**src/exposure_shot_sequencer_unit_assert.svh**
```systemverilog
// Assertion macros for the exposure shot sequencer unit.
// Used by ess_step under src; compiled out when SYNTHESIS is defined.
`ifndef EXPOSURE_SHOT_SEQUENCER_UNIT_ASSERT_SVH
`define EXPOSURE_SHOT_SEQUENCER_UNIT_ASSERT_SVH

`ifndef SYNTHESIS

// Property must hold at every clock edge outside reset.
`define ESS_ASSERT(lbl, clk, rstn, prop) \
  lbl: assert property (@(posedge clk) disable iff (!(rstn)) (prop)) \
    else $error("ess assertion failed");

// Expression must never be true outside reset.
`define ESS_ASSERT_NEVER(lbl, clk, rstn, expr) \
  lbl: assert property (@(posedge clk) disable iff (!(rstn)) !(expr)) \
    else $error("ess forbidden condition seen");

`else

`define ESS_ASSERT(lbl, clk, rstn, prop)
`define ESS_ASSERT_NEVER(lbl, clk, rstn, expr)

`endif

`endif

```
**src/ess_pkg.sv**
```systemverilog
// Shared types and constants for the exposure shot sequencer.
// No dependencies.
`timescale 1ns / 1ps

package ess_pkg;

  localparam int unsigned ShotWidth = 7;
  localparam int unsigned LenWidth  = 10;
  localparam int unsigned CfgIdxWidth = 2;

  // Configuration register indexes
  localparam logic [CfgIdxWidth-1:0] CFG_TOTAL_SHOTS     = 2'd0;
  localparam logic [CfgIdxWidth-1:0] CFG_START_DELAY     = 2'd1;
  localparam logic [CfgIdxWidth-1:0] CFG_EXPOSURE_LENGTH = 2'd2;
  localparam logic [CfgIdxWidth-1:0] CFG_PAUSE_LENGTH    = 2'd3;

  // Reset values
  localparam logic [ShotWidth-1:0] RST_TOTAL_SHOTS     = 7'd1;
  localparam logic [LenWidth-1:0]  RST_START_DELAY     = 10'd0;
  localparam logic [LenWidth-1:0]  RST_EXPOSURE_LENGTH = 10'd5;
  localparam logic [LenWidth-1:0]  RST_PAUSE_LENGTH    = 10'd5;

  // Phase codes as reported on the result word
  localparam logic [1:0] PHASE_CODE_STANDBY  = 2'd0;
  localparam logic [1:0] PHASE_CODE_EXPOSURE = 2'd1;
  localparam logic [1:0] PHASE_CODE_WAITING  = 2'd2;

  typedef enum logic [2:0] {
    PH_STANDBY  = 3'b001,
    PH_EXPOSURE = 3'b010,
    PH_WAITING  = 3'b100
  } phase_e;

  typedef struct packed {
    logic [ShotWidth-1:0] total_shots;
    logic [LenWidth-1:0]  start_delay;
    logic [LenWidth-1:0]  exposure_length;
    logic [LenWidth-1:0]  pause_length;
  } cfg_t;

  typedef struct packed {
    logic                 finished;
    logic [ShotWidth-1:0] shots_taken;
    logic                 relay_on;
    logic [1:0]           phase;
  } res_t;

  function automatic logic [1:0] phase_code(phase_e ph);
    logic [1:0] code;
    unique case (ph)
      PH_EXPOSURE: code = PHASE_CODE_EXPOSURE;
      PH_WAITING:  code = PHASE_CODE_WAITING;
      default:     code = PHASE_CODE_STANDBY;
    endcase
    return code;
  endfunction

endpackage

```
**src/exposure_shot_sequencer_unit.sv**
```systemverilog
// Exposure shot sequencer: one tick word in, one status word out.
// Throughput: one word per cycle while the output side does not stall.
// Stages: tick in register, phase logic, result register.
// A stalled result register holds the input stage; ready follows the output side.
// Reset (rst_ni low, async): standby, relay off, counters zero, registers at defaults.
`timescale 1ns / 1ps

module exposure_shot_sequencer_unit #(
  parameter int unsigned COUNT_WIDTH = 10
) (
  input  logic                            clk_i,
  input  logic                            rst_ni,
  // tick stream
  input  logic                            s_axis_tvalid,
  output logic                            s_axis_tready,
  input  logic [7:0]                      s_axis_tdata,  // [0] run_enabled
  // status stream
  output logic                            m_axis_tvalid,
  input  logic                            m_axis_tready,
  output logic [15:0]                     m_axis_tdata,  // [1:0] phase, [2] relay_on,
                                                         // [9:3] shots_taken
  output logic                            m_axis_tlast,  // finished
  // configuration write port
  input  logic                            cfg_we_i,
  input  logic [ess_pkg::CfgIdxWidth-1:0] cfg_idx_i,
  input  logic [ess_pkg::LenWidth-1:0]    cfg_data_i
);

  ess_pkg::cfg_t cfg;
  ess_pkg::res_t res;
  ess_pkg::res_t out_q;
  logic in_vld_q, in_run_q;
  logic out_vld_q;
  logic advance;

  assign advance       = !out_vld_q || m_axis_tready;
  assign s_axis_tready = !in_vld_q || advance;

  always_ff @(posedge clk_i or negedge rst_ni) begin
    if (!rst_ni) begin
      in_vld_q <= 1'b0;
    end else if (s_axis_tready) begin
      in_vld_q <= s_axis_tvalid;
    end
  end

  always_ff @(posedge clk_i) begin
    if (s_axis_tready && s_axis_tvalid) begin
      in_run_q <= s_axis_tdata[0];
    end
  end

  ess_cfg_regs u_cfg (
    .clk_i      (clk_i),
    .rst_ni     (rst_ni),
    .cfg_we_i   (cfg_we_i),
    .cfg_idx_i  (cfg_idx_i),
    .cfg_data_i (cfg_data_i),
    .cfg_o      (cfg)
  );

  ess_step #(
    .COUNT_WIDTH (COUNT_WIDTH)
  ) u_step (
    .clk_i  (clk_i),
    .rst_ni (rst_ni),
    .step_i (in_vld_q && advance),
    .run_i  (in_run_q),
    .cfg_i  (cfg),
    .res_o  (res)
  );

  always_ff @(posedge clk_i or negedge rst_ni) begin
    if (!rst_ni) begin
      out_vld_q <= 1'b0;
    end else if (advance) begin
      out_vld_q <= in_vld_q;
    end
  end

  always_ff @(posedge clk_i) begin
    if (advance && in_vld_q) begin
      out_q <= res;
    end
  end

  assign m_axis_tvalid = out_vld_q;
  assign m_axis_tdata  = {6'b0, out_q.shots_taken, out_q.relay_on, out_q.phase};
  assign m_axis_tlast  = out_q.finished;

endmodule

```
**src/ess_cfg_regs.sv**
```systemverilog
// Configuration register file of the exposure shot sequencer.
// Depends on ess_pkg.
`timescale 1ns / 1ps

module ess_cfg_regs (
  input  logic                                clk_i,
  input  logic                                rst_ni,
  input  logic                                cfg_we_i,
  input  logic [ess_pkg::CfgIdxWidth-1:0]     cfg_idx_i,
  input  logic [ess_pkg::LenWidth-1:0]        cfg_data_i,
  output ess_pkg::cfg_t                       cfg_o
);

  ess_pkg::cfg_t cfg_q, cfg_d;

  always_comb begin
    cfg_d = cfg_q;
    if (cfg_we_i) begin
      unique case (cfg_idx_i)
        ess_pkg::CFG_TOTAL_SHOTS:
          cfg_d.total_shots = cfg_data_i[ess_pkg::ShotWidth-1:0];
        ess_pkg::CFG_START_DELAY:     cfg_d.start_delay     = cfg_data_i;
        ess_pkg::CFG_EXPOSURE_LENGTH: cfg_d.exposure_length = cfg_data_i;
        ess_pkg::CFG_PAUSE_LENGTH:    cfg_d.pause_length    = cfg_data_i;
        default: ;
      endcase
    end
  end

  always_ff @(posedge clk_i or negedge rst_ni) begin
    if (!rst_ni) begin
      cfg_q.total_shots     <= ess_pkg::RST_TOTAL_SHOTS;
      cfg_q.start_delay     <= ess_pkg::RST_START_DELAY;
      cfg_q.exposure_length <= ess_pkg::RST_EXPOSURE_LENGTH;
      cfg_q.pause_length    <= ess_pkg::RST_PAUSE_LENGTH;
    end else begin
      cfg_q <= cfg_d;
    end
  end

  assign cfg_o = cfg_q;

endmodule

```
**src/ess_step.sv**
```systemverilog
// Phase machine and counters of the exposure shot sequencer; one tick per call.
// Depends on ess_pkg and exposure_shot_sequencer_unit_assert.svh.
`timescale 1ns / 1ps
`include "exposure_shot_sequencer_unit_assert.svh"

module ess_step #(
  parameter int unsigned COUNT_WIDTH = 10
) (
  input  logic          clk_i,
  input  logic          rst_ni,
  input  logic          step_i,   // a tick word is consumed this cycle
  input  logic          run_i,    // run_enabled of that word
  input  ess_pkg::cfg_t cfg_i,
  output ess_pkg::res_t res_o     // result after this tick
);

  ess_pkg::phase_e phase_q, phase_d;
  logic [ess_pkg::ShotWidth-1:0] shot_q, shot_d;
  logic [COUNT_WIDTH-1:0] delay_q, delay_d;
  logic [COUNT_WIDTH-1:0] exp_q, exp_d;
  logic [COUNT_WIDTH-1:0] pause_q, pause_d;
  logic relay_q, relay_d;
  logic finished;

  // lengths are taken modulo 2^COUNT_WIDTH
  logic [COUNT_WIDTH-1:0] delay_lim, exp_lim, pause_lim;
  assign delay_lim = COUNT_WIDTH'(cfg_i.start_delay);
  assign exp_lim   = COUNT_WIDTH'(cfg_i.exposure_length);
  assign pause_lim = COUNT_WIDTH'(cfg_i.pause_length);

  always_comb begin
    phase_d  = phase_q;
    shot_d   = shot_q;
    delay_d  = delay_q;
    exp_d    = exp_q;
    pause_d  = pause_q;
    relay_d  = relay_q;
    finished = 1'b0;
    if (run_i) begin
      if (shot_q >= cfg_i.total_shots) begin
        phase_d  = ess_pkg::PH_STANDBY;
        shot_d   = '0;
        finished = 1'b1;
      end else begin
        unique case (phase_q)
          ess_pkg::PH_EXPOSURE: begin
            if (exp_q >= exp_lim) begin
              exp_d   = '0;
              shot_d  = shot_q + 7'd1;
              phase_d = ess_pkg::PH_WAITING;
            end else begin
              exp_d = exp_q + 1'b1;
            end
          end
          ess_pkg::PH_WAITING: begin
            if (pause_q >= pause_lim) begin
              pause_d = '0;
              exp_d   = '0;
              phase_d = ess_pkg::PH_EXPOSURE;
            end else begin
              pause_d = pause_q + 1'b1;
            end
          end
          default: begin
            phase_d = ess_pkg::PH_STANDBY;
            // unmasked zero test on the configured start delay skips the delay
            if (shot_q != '0 || cfg_i.start_delay == '0) begin
              phase_d = ess_pkg::PH_EXPOSURE;
            end else if (delay_q >= delay_lim) begin
              delay_d = '0;
              phase_d = ess_pkg::PH_EXPOSURE;
            end else begin
              delay_d = delay_q + 1'b1;
            end
          end
        endcase
      end
      if (phase_d == ess_pkg::PH_EXPOSURE) begin
        relay_d = 1'b1;
      end else if (phase_d == ess_pkg::PH_STANDBY) begin
        relay_d = 1'b0;
      end
    end
  end

  always_ff @(posedge clk_i or negedge rst_ni) begin
    if (!rst_ni) begin
      phase_q <= ess_pkg::PH_STANDBY;
      shot_q  <= '0;
      delay_q <= '0;
      exp_q   <= '0;
      pause_q <= '0;
      relay_q <= 1'b0;
    end else if (step_i) begin
      phase_q <= phase_d;
      shot_q  <= shot_d;
      delay_q <= delay_d;
      exp_q   <= exp_d;
      pause_q <= pause_d;
      relay_q <= relay_d;
    end
  end

  assign res_o.phase       = ess_pkg::phase_code(phase_d);
  assign res_o.relay_on    = relay_d;
  assign res_o.shots_taken = shot_d;
  assign res_o.finished    = finished;

  `ESS_ASSERT(a_relay_on_in_exposure, clk_i, rst_ni, (phase_q == ess_pkg::PH_EXPOSURE) |-> relay_q)
  `ESS_ASSERT(a_relay_off_in_standby, clk_i, rst_ni, (phase_q == ess_pkg::PH_STANDBY) |-> !relay_q)
  `ESS_ASSERT(a_shot_only_from_exposure, clk_i, rst_ni, ((shot_q != $past(shot_q)) && (shot_q != '0)) |-> $past(phase_q == ess_pkg::PH_EXPOSURE))
  `ESS_ASSERT(a_finish_goes_standby, clk_i, rst_ni, res_o.finished |-> ((res_o.phase == ess_pkg::PHASE_CODE_STANDBY) && !res_o.relay_on && (res_o.shots_taken == '0)))

endmodule
```
**config.mk**
```make
export PLATFORM = sky130hd
export DESIGN_NAME = exposure_shot_sequencer_unit
export DESIGN_NICKNAME = d
export VERILOG_FILES = /design/src/ess_pkg.sv /design/src/exposure_shot_sequencer_unit.sv /design/src/ess_cfg_regs.sv /design/src/ess_step.sv
export VERILOG_INCLUDE_DIRS = /design/src /design/src/src
export SDC_FILE = /design/constraint.sdc
export NUM_CORES = 1
export LEC_CHECK = 0
export BUFFER_PORTS_ARGS = -buffer_cell sky130_fd_sc_hd__buf_4
export CORE_UTILIZATION = 60
export CTS_CLUSTER_SIZE = 25
export DETAILED_ROUTE_END_ITERATION = 7
export PLACE_DENSITY_LB_ADDON = 0.12
export SETUP_SLACK_MARGIN = 0.02
export SYNTH_ARGS = -nofsm -noshare
export SYNTH_HDL_FRONTEND = slang
export SYNTH_SLANG_ARGS = --single-unit
```
**constraint.sdc**
```tcl
create_clock -name clk_i -period 3.45 [get_ports clk_i]
set_clock_uncertainty 0.1 [all_clocks]
set_input_delay 0.1725 -clock clk_i [delete_from_list [all_inputs] [get_ports clk_i]]
set_output_delay 0.1725 -clock clk_i [all_outputs]
set_load 0.1 [all_outputs]
```
==> flow_summary.json, run 1 <==
{
  "yosys_warnings": 0,
  "p_leak_nw": 2.66,
  "synthSimpleGateAreaFrac": 0.169,
  "synth_top_flop_cell": "dfrtp_1",
  "synth_compound_area_frac": 0.150,
  "finalHoldViolCount": 0,
  "rsz0062_at_grt": "false",
  "clock_sinks": 92,
  "min_period_ns": 2.66,
  "die_y_um": 96.7,
  "rows": 34,
  "die-area_sq_mm": 0.00934,
  "clk_pin_slew_worst_paths_ns": 0.09,
  "synth_cells": 519,
  "ys_ff_latch": 92,
  "drt_iter0_drc": 201,
  "setup_violations": 0,
  "cts_tree": "built",
  "htree_levels": 3,
  "crit_path_max_fanout": 12,
  "syn_to_final_growth_pct": 12.1,
  "startpoint_type": "flip-flop",
  "grt_pass1_wl_um": 19400,
  "r2r_slack_ns": 0.79,
  "routabilityCongestion": 0.868,
  "cts_buffers": 9,
  "antenna_found_initial": 0,
  "vias": 4054,
  "critPathKind": "flip-flop to flip-flop",
  "fmax_mhz": 376,
  "layout-drive-gt1-share": 0.202,
  "ys_async_sr_fraction": 0.870,
  "synthMuxAreaShare": 0.0670,
  "place_hpwl_um": 8060,
  "grt_max_degree": 81,
  "first_pass_iters": 4,
  "n_antenna_cell": 0,
  "fin_crit_sh": 0.770,
  "routed_wl_um": 11200,
  "nNetsFinal": 632,
  "grt_pass1_vias": 4088,
  "worstHoldPathType": "input port to flip-flop",
  "drv_slew": 0,
  "via_per_inst": 5.98,
  "n_fill_cell": 657,
  "cts_setup_buffers": 0,
  "endpoint_kind": "flip-flop",
  "fin_area_sq_mm": 0.00603,
  "clockBufferDepth": 2,
  "worstMarginPinSlew_ns": 0.998,
  "max_slew_margin": 0.335,
  "initial_core_util": 0.620,
  "min_path_cells": 3,
  "worstPathArrival_ns": 2.78,
  "cts-root-buf": "clkbuf_8",
  "place_area_sq_mm": 0.00568,
  "dieWidth_um": 96.7,
  "avgSynthCellArea_sq_um": 10.4,
  "synth-edff-count": 12,
  "syn_area_sq_mm": 0.00538,
  "vdd_drop_max_mv": 0.329,
  "synth_xor_area_frac": 0.0179,
  "clk_latency_ns": 0.36,
  "r2r_cells": 8,
  "run_status": "finished, final reports clean",
  "ios": 44,
  "drv_cap": 0,
  "synth_top_family_by_area": "simple AND/OR/NAND/NOR gates",
  "io_buffers": 30,
  "finalSetupTns_ns": 0,
  "ant_nets": 0,
  "synth_fa_ha_area_frac": 0.0977,
  "ys_types": 69,
  "overflow": 0,
  "ctsResizeCount": 0,
  "critPathRequiredTime_ns": 3.57,
  "drc_errors": 0,
  "core_sq_mm": 0.00868,
  "yosysSeqAreaShare": 0.441,
  "avgRoutedWirePerCell_um": 16.5,
  "powerDensity_mw_per_mm2": 645,
  "grt.total_usage": 0.258
}
cell usage in the layout, fill, tap and decap left out, drive strengths merged, types with 3 or more instances in the layout:
master,count
ha,42
nand4,18
o21ai,30
or2,4
dfrtp,74
dfstp,6
xor2,9
nor2,27
nor3b,5
nor3,14
a21o,4
and3,4
or4,3
a2111oi,3
o211ai,3
dlygate4sd3,13
mux2,32
nand3b,3
nand3,25
a211oi,6
inv,58
nor4,3
buf,32
conb,6
o41ai,3
edfxtp,12
or3,3
nand2b,11
a21oi,24
and2,3
o22ai,10
nand2,33
o31ai,5
a31oi,5
clkbuf,10
state kept, by name (all words and copies together) (netlist names):
register / cells
u_step.phase_q: 3
u_step.shot_q: 7
in_vld_q: 1
m_axis_tdata: 10
u_step.exp_q: 10
u_cfg.cfg_o: 37
m_axis_tvalid: 1
m_axis_tlast: 1
u_step.pause_q: 10
in_run_q: 1
u_step.delay_q: 10
u_step.relay_q: 1
Yosys cell counts (all sizes together) (4+ instances only):
| cell type | n | area, sq um |
|---|---|---|
| a21o | 4 | 31.3 |
| buf | 9 | 65.1 |
| xor2 | 9 | 78.8 |
| a211oi | 6 | 67.6 |
| and3 | 4 | 25.0 |
| dfrtp | 74 | 1850 |
| or2 | 4 | 27.5 |
| nand2 | 33 | 129 |
| nand2b | 11 | 68.8 |
| o31ai | 5 | 47.5 |
| o22ai | 10 | 62.6 |
| a31oi | 5 | 31.3 |
| mux2 | 32 | 360 |
| nor3b | 5 | 42.5 |
| ha | 42 | 526 |
| clkbuf | 6 | 22.5 |
| nand3 | 25 | 155 |
| nor3 | 14 | 92.6 |
| nor2 | 27 | 109 |
| o21ai | 30 | 165 |
| nand4 | 18 | 119 |
| inv | 57 | 214 |
| a21oi | 24 | 120 |
| dfstp | 6 | 158 |
| edfxtp | 12 | 360 |
report_power, final:
part | internal [W] | leakage [nW] | switching [W]
Sequential | 0.00136 | 1.09 | 0.000226
Clock | 0.000409 | 0.101 | 0.000393
Combinational | 0.000526 | 1.46 | 0.000979
kinds of logic (layout without fill, tap and decap cells):
family	count (synthesis)	in the layout
muxes	32	32
other	1	6
adders and majority gates	42	42
DFF	92	92
and+or+nand+nor	160	160
AOI/OAI and AO/OA	109	109
xor gates and xnor gates	11	11
buffers and inverters	72	118
layout make-up:
type | count | area [sq um] | area share
inverters | 57 | 214 | 0.0355
flip-flops and latches | 92 | 2370 | 0.393
well taps | 108 | 135 | 0.0224
clock inverters | 6 | 87.6 | 0.0145
repair buffers | 45 | 370 | 0.0614
clock buffers | 10 | 128 | 0.0212
multi-input cells | 360 | 2720 | 0.452
path summary, 6_finish.rpt:
check,from,to
worst min-delay path,m_axis_tready,in_vld_q$_DFFE_PN0N_
min in group asynchronous,rst_ni,u_step.delay_q[8]$_DFFE_PN0P_
max in group asynchronous,rst_ni,u_step.exp_q[5]$_DFFE_PN0P_
worst max register to register,u_step.exp_q[7]$_DFFE_PN0P_,m_axis_tdata[8]$_DFFE_PP_
worst min register to register,u_step.delay_q[9]$_DFFE_PN0P_,u_step.delay_q[9]$_DFFE_PN0P_
worst max-delay path,u_step.exp_q[7]$_DFFE_PN0P_,m_axis_tdata[8]$_DFFE_PP_
per-stage QoR:
| stage | power, W | utilization | setup slack [ns] | hold slack, ns | std cells |
|---|---|---|---|---|---|
| detailed placement | 0.00308 | 0.655 | 0.827 | 0.253 | 649 |
| CTS | 0.00389 | 0.695 | 0.806 | 0.0665 | 678 |
| global placement | 0.00301 | 0.655 | 0.852 | 0.251 | 649 |
| finish | 0.00389 | 0.695 | 0.793 | 0.0737 | 678 |
| floorplan | 0.00273 | - | 0.680 | -0.223 | 524 |
| global route | 0.00413 | 0.695 | 0.544 | 0.0954 | 678 |
routing by layer:
layer | vias to the layer above | part of all wire | global-route usage
li1 | 1961 | - | -
met1 | 1986 | 0.46 | 0.336
met4 | 0 | 0.027 | 0.108
met2 | 83 | 0.48 | 0.430
met5 | - | 0 | 0
met3 | 24 | 0.030 | 0.0390
timing repair:
action | 4_1_cts | 5_1_grt
hold buffers | 13 | 0
setup endpoints to repair | 0 | 0
endpoints found under the hold margin | 103 | 0
critical path, cell delays in order, from the launching register on:
cell,delay [ns]
dfrtp_1,0.47
ha_1,0.37
nand4_2,0.18
a211oi_2,0.25
or3_4,0.21
o21ai_2,0.09
buf_4,0.20
or4_1,0.50
a21oi_1,0.14
Power figures use the tool's default switching activity.
==> run 2: changes to the inputs <==
--- a/config.mk
+++ b/config.mk
@@ -6,6 +6,7 @@
 export SDC_FILE = /design/constraint.sdc
 export NUM_CORES = 1
 export LEC_CHECK = 0
+export ABC_AREA = 1
 export BUFFER_PORTS_ARGS = -buffer_cell sky130_fd_sc_hd__buf_4
 export CORE_UTILIZATION = 60
 export CTS_CLUSTER_SIZE = 25
==> constraint.sdc (replaced) <==
create_clock -name clk_i -period 2.6 [get_ports clk_i]
set_clock_uncertainty 0.1 [all_clocks]
set_input_delay 0.13 -clock clk_i [delete_from_list [all_inputs] [get_ports clk_i]]
set_output_delay 0.13 -clock clk_i [all_outputs]
set_load 0.1 [all_outputs]
==> run 2 against run 1 <==
Effect of this change: total power is 7.9% higher; count of clock-buffer cells in the layout is 1 lower; hold slack worse by 0.066 ns; critical endpoint is now u_step.pause_q[5]$_DFFE_PN0P_; flip-flop and latch count stayed put; via count is 9.5% higher; final area is 0.54% lower; non-clock buffer count is 1 lower; synthesized area is 0.86% higher.
==> flow_summary.json, run 2 <==
{
  "cts_buffers": 9,
  "worstMarginPinSlew_ns": 1.01,
  "yosysTopAreaCellShare": 0.341,
  "n_fill_cell": 706,
  "finalSetupTns_ns": 0,
  "final_common_cell": "nand2_1",
  "hold_ws_ns": 0.00755,
  "initial_core_util": 0.622,
  "routabilityCongestion": 0.846,
  "layout-drive-gt1-share": 0.115,
  "drc_errors": 0,
  "critPathRequiredTime_ns": 2.81,
  "clockBufferDepth": 2,
  "synth_cells": 684,
  "clk_latency_ns": 0.37,
  "clk_pin_slew_worst_paths_ns": 0.10,
  "yosysTopAreaCell": "dfrtp_1",
  "ios": 44,
  "die-area_sq_mm": 0.00942,
  "min_period_ns": 2.31,
  "crit_path_max_fanout": 7,
  "hold_start": "cfg_data_i[1]",
  "via_per_inst": 5.30,
  "avgRoutedWirePerCell_um": 13.5,
  "synth_top_flop_cell": "dfrtp_1",
  "rsz0062_at_grt": "false",
  "fin_crit_sh": 0.890,
  "yosysSeqAreaShare": 0.437,
  "clock_sinks": 92,
  "yosysMostFrequentCell": "nand2_1",
  "mostFrequentLayoutCells": "nand2_1 (204), inv_1 (92), dfrtp_1 (74), o21ai_0 (53), nor2_1 (45)",
  "io_buffers": 30,
  "ant_nets": 0,
  "grt.total_usage": 0.260,
  "startpoint_type": "flip-flop",
  "r2r_end": "u_step.pause_q[5]$_DFFE_PN0P_",
  "grt_max_degree": 81,
  "endpoint_kind": "flip-flop",
  "min_path_cells": 3,
  "drt_iter0_drc": 216,
  "vdd_drop_max_mv": 0.559,
  "antenna_found_initial": 0,
  "setup_violations": 0,
  "synth_common_cells": "nand2_1 (204), inv_1 (92), dfrtp_1 (74)",
  "p_leak_nw": 3.16,
  "fmax_mhz": 432,
  "cts_tree": "built",
  "ys_types": 38,
  "place_hpwl_um": 8130,
  "vias": 4440,
  "run_status": "finished, final reports clean",
  "worstPathArrival_ns": 2.52,
  "max_slew_margin": 0.327,
  "syn_to_final_growth_pct": 10.6,
  "dieWidth_um": 97.1,
  "synth-edff-count": 12,
  "critPathKind": "flip-flop to flip-flop",
  "core_sq_mm": 0.00872,
  "syn_area_sq_mm": 0.00542,
  "synth.area.top_cells": "dfrtp_1 (34%), nand2_1 (14%), ha_1 (9.7%)",
  "powerDensity_mw_per_mm2": 700,
  "r2r_slack_ns": 0.29,
  "finalHoldViolCount": 0,
  "grt_pass1_vias": 4312,
  "yosys_warnings": 0,
  "hold_path_end": "u_cfg.cfg_o[1]$_DFFE_PN0P_",
  "r2r_cells": 12,
  "ys_ff_latch": 92,
  "htree_levels": 3,
  "die_y_um": 97.1,
  "first_pass_iters": 4,
  "drv_slew": 0,
  "ys_async_sr_fraction": 0.870,
  "avgSynthCellArea_sq_um": 7.93,
  "worstHoldPathType": "input port to flip-flop",
  "overflow": 0,
  "rows": 34,
  "routed_wl_um": 11300,
  "largest_register_ffs": 37,
  "nNetsFinal": 791,
  "grt_pass1_wl_um": 19800,
  "rr_startpoint": "u_step.shot_q[0]$_DFFE_PN0P_",
  "drv_cap": 0,
  "n_antenna_cell": 0,
  "cts-root-buf": "clkbuf_8"
}
run 2: cell types whose count changed in the layout (fill, tap and decap cells not counted), moves of 6 or more:
cell,delta
a21oi_1,-9
inv_1,+35
mux2_2,-31
nand2_1,+173
nand2b_1,-11
nand3_1,+11
nand4_1,-8
nor2_1,+21
nor3_1,-6
o21ai_0,+31
o21ai_1,+11
o22ai_1,-10
xor2_1,+6
run 2: routing by layer:
metal | GRT usage | up-vias | wire length [um]
li1 | - | 2247 | -
met1 | 0.347 | 2116 | 5220
met2 | 0.442 | 63 | 5570
met3 | 0.0317 | 14 | 281
met4 | 0.0861 | 0 | 199
met5 | 0 | - | 0
run 2: repair_timing:
item,4_1_cts,5_1_grt
setup buffers,0,3
hold buffers,8,0
setup endpoints to repair,0,7
gates resized for setup,0,0
endpoints found under the hold margin,84,0
run 2: worst max path at each step:
stage                                      start                            end  slack, ns
floorplan              m_axis_tvalid$_DFFE_PN0P_  u_step.delay_q[5]$_DFFE_PN0P_       0.17
global placement    u_step.shot_q[0]$_DFFE_PN0P_  u_step.pause_q[4]$_DFFE_PN0P_       0.36
detailed placement  u_step.shot_q[0]$_DFFE_PN0P_  u_step.pause_q[5]$_DFFE_PN0P_       0.29
CTS                 u_step.shot_q[0]$_DFFE_PN0P_  u_step.pause_q[5]$_DFFE_PN0P_       0.27
global route        u_step.shot_q[0]$_DFFE_PN0P_  u_step.pause_q[5]$_DFFE_PN0P_       0.05
finish              u_step.shot_q[0]$_DFFE_PN0P_  u_step.pause_q[5]$_DFFE_PN0P_       0.29
run 2: kinds of logic (layout without fill, tap and decap cells):
logic type	after synthesis	in the layout	share of synthesized area
simple gates	323	323	0.255
buf+inv	117	157	0.0921
flops	92	92	0.437
compound gates	89	89	0.0858
fa+ha+maj	42	42	0.0969
xor+xnor	20	20	0.0323
other cells	1	6	0.000692
run 2: final cells by class:
type | count | area, sq um | share of cell area
multi-input combinational | 480 | 2580 | 0.430
sequential | 92 | 2370 | 0.395
clock buffer | 9 | 124 | 0.0207
tap | 108 | 135 | 0.0225
timing repair buffer | 44 | 350 | 0.0584
clock inverter | 7 | 75.1 | 0.0125
inverter | 97 | 364 | 0.0607
run 2: stage by stage:
| stage | worst slack [ns] | total power (W) | utilization | instances | area (sq um) |
|---|---|---|---|---|---|
| finish | 0.285 | 0.00420 | 0.688 | 837 | 6000 |
| global route | 0.0486 | 0.00446 | 0.688 | 837 | 6000 |
| CTS | 0.271 | 0.00421 | 0.685 | 834 | 5970 |
| detailed placement | 0.292 | 0.00321 | 0.653 | 810 | 5690 |
| global placement | 0.358 | 0.00314 | 0.653 | 810 | 5690 |
| floorplan | 0.174 | 0.00289 | - | 689 | 5450 |
run 2: where the power goes:
part	leakage, nW	total, W	internal [W]	switching (W)
Clock	0.100	0.000994	0.000450	0.000544
Combinational	1.91	0.00133	0.000416	0.000918
Sequential	1.15	0.00187	0.00169	0.000180
Total	3.16	0.00420	0.00255	0.00164
run 2: critical path: stages, from the launching register on:
cell,delay (ns)
dfrtp_1,0.40
inv_1,0.15
ha_1,0.25
inv_1,0.06
nand2_1,0.04
a21oi_1,0.13
o21bai_1,0.11
a21oi_2,0.20
nand2_1,0.12
nor3_4,0.35
buf_4,0.22
nand2_1,0.06
o21ai_1,0.07
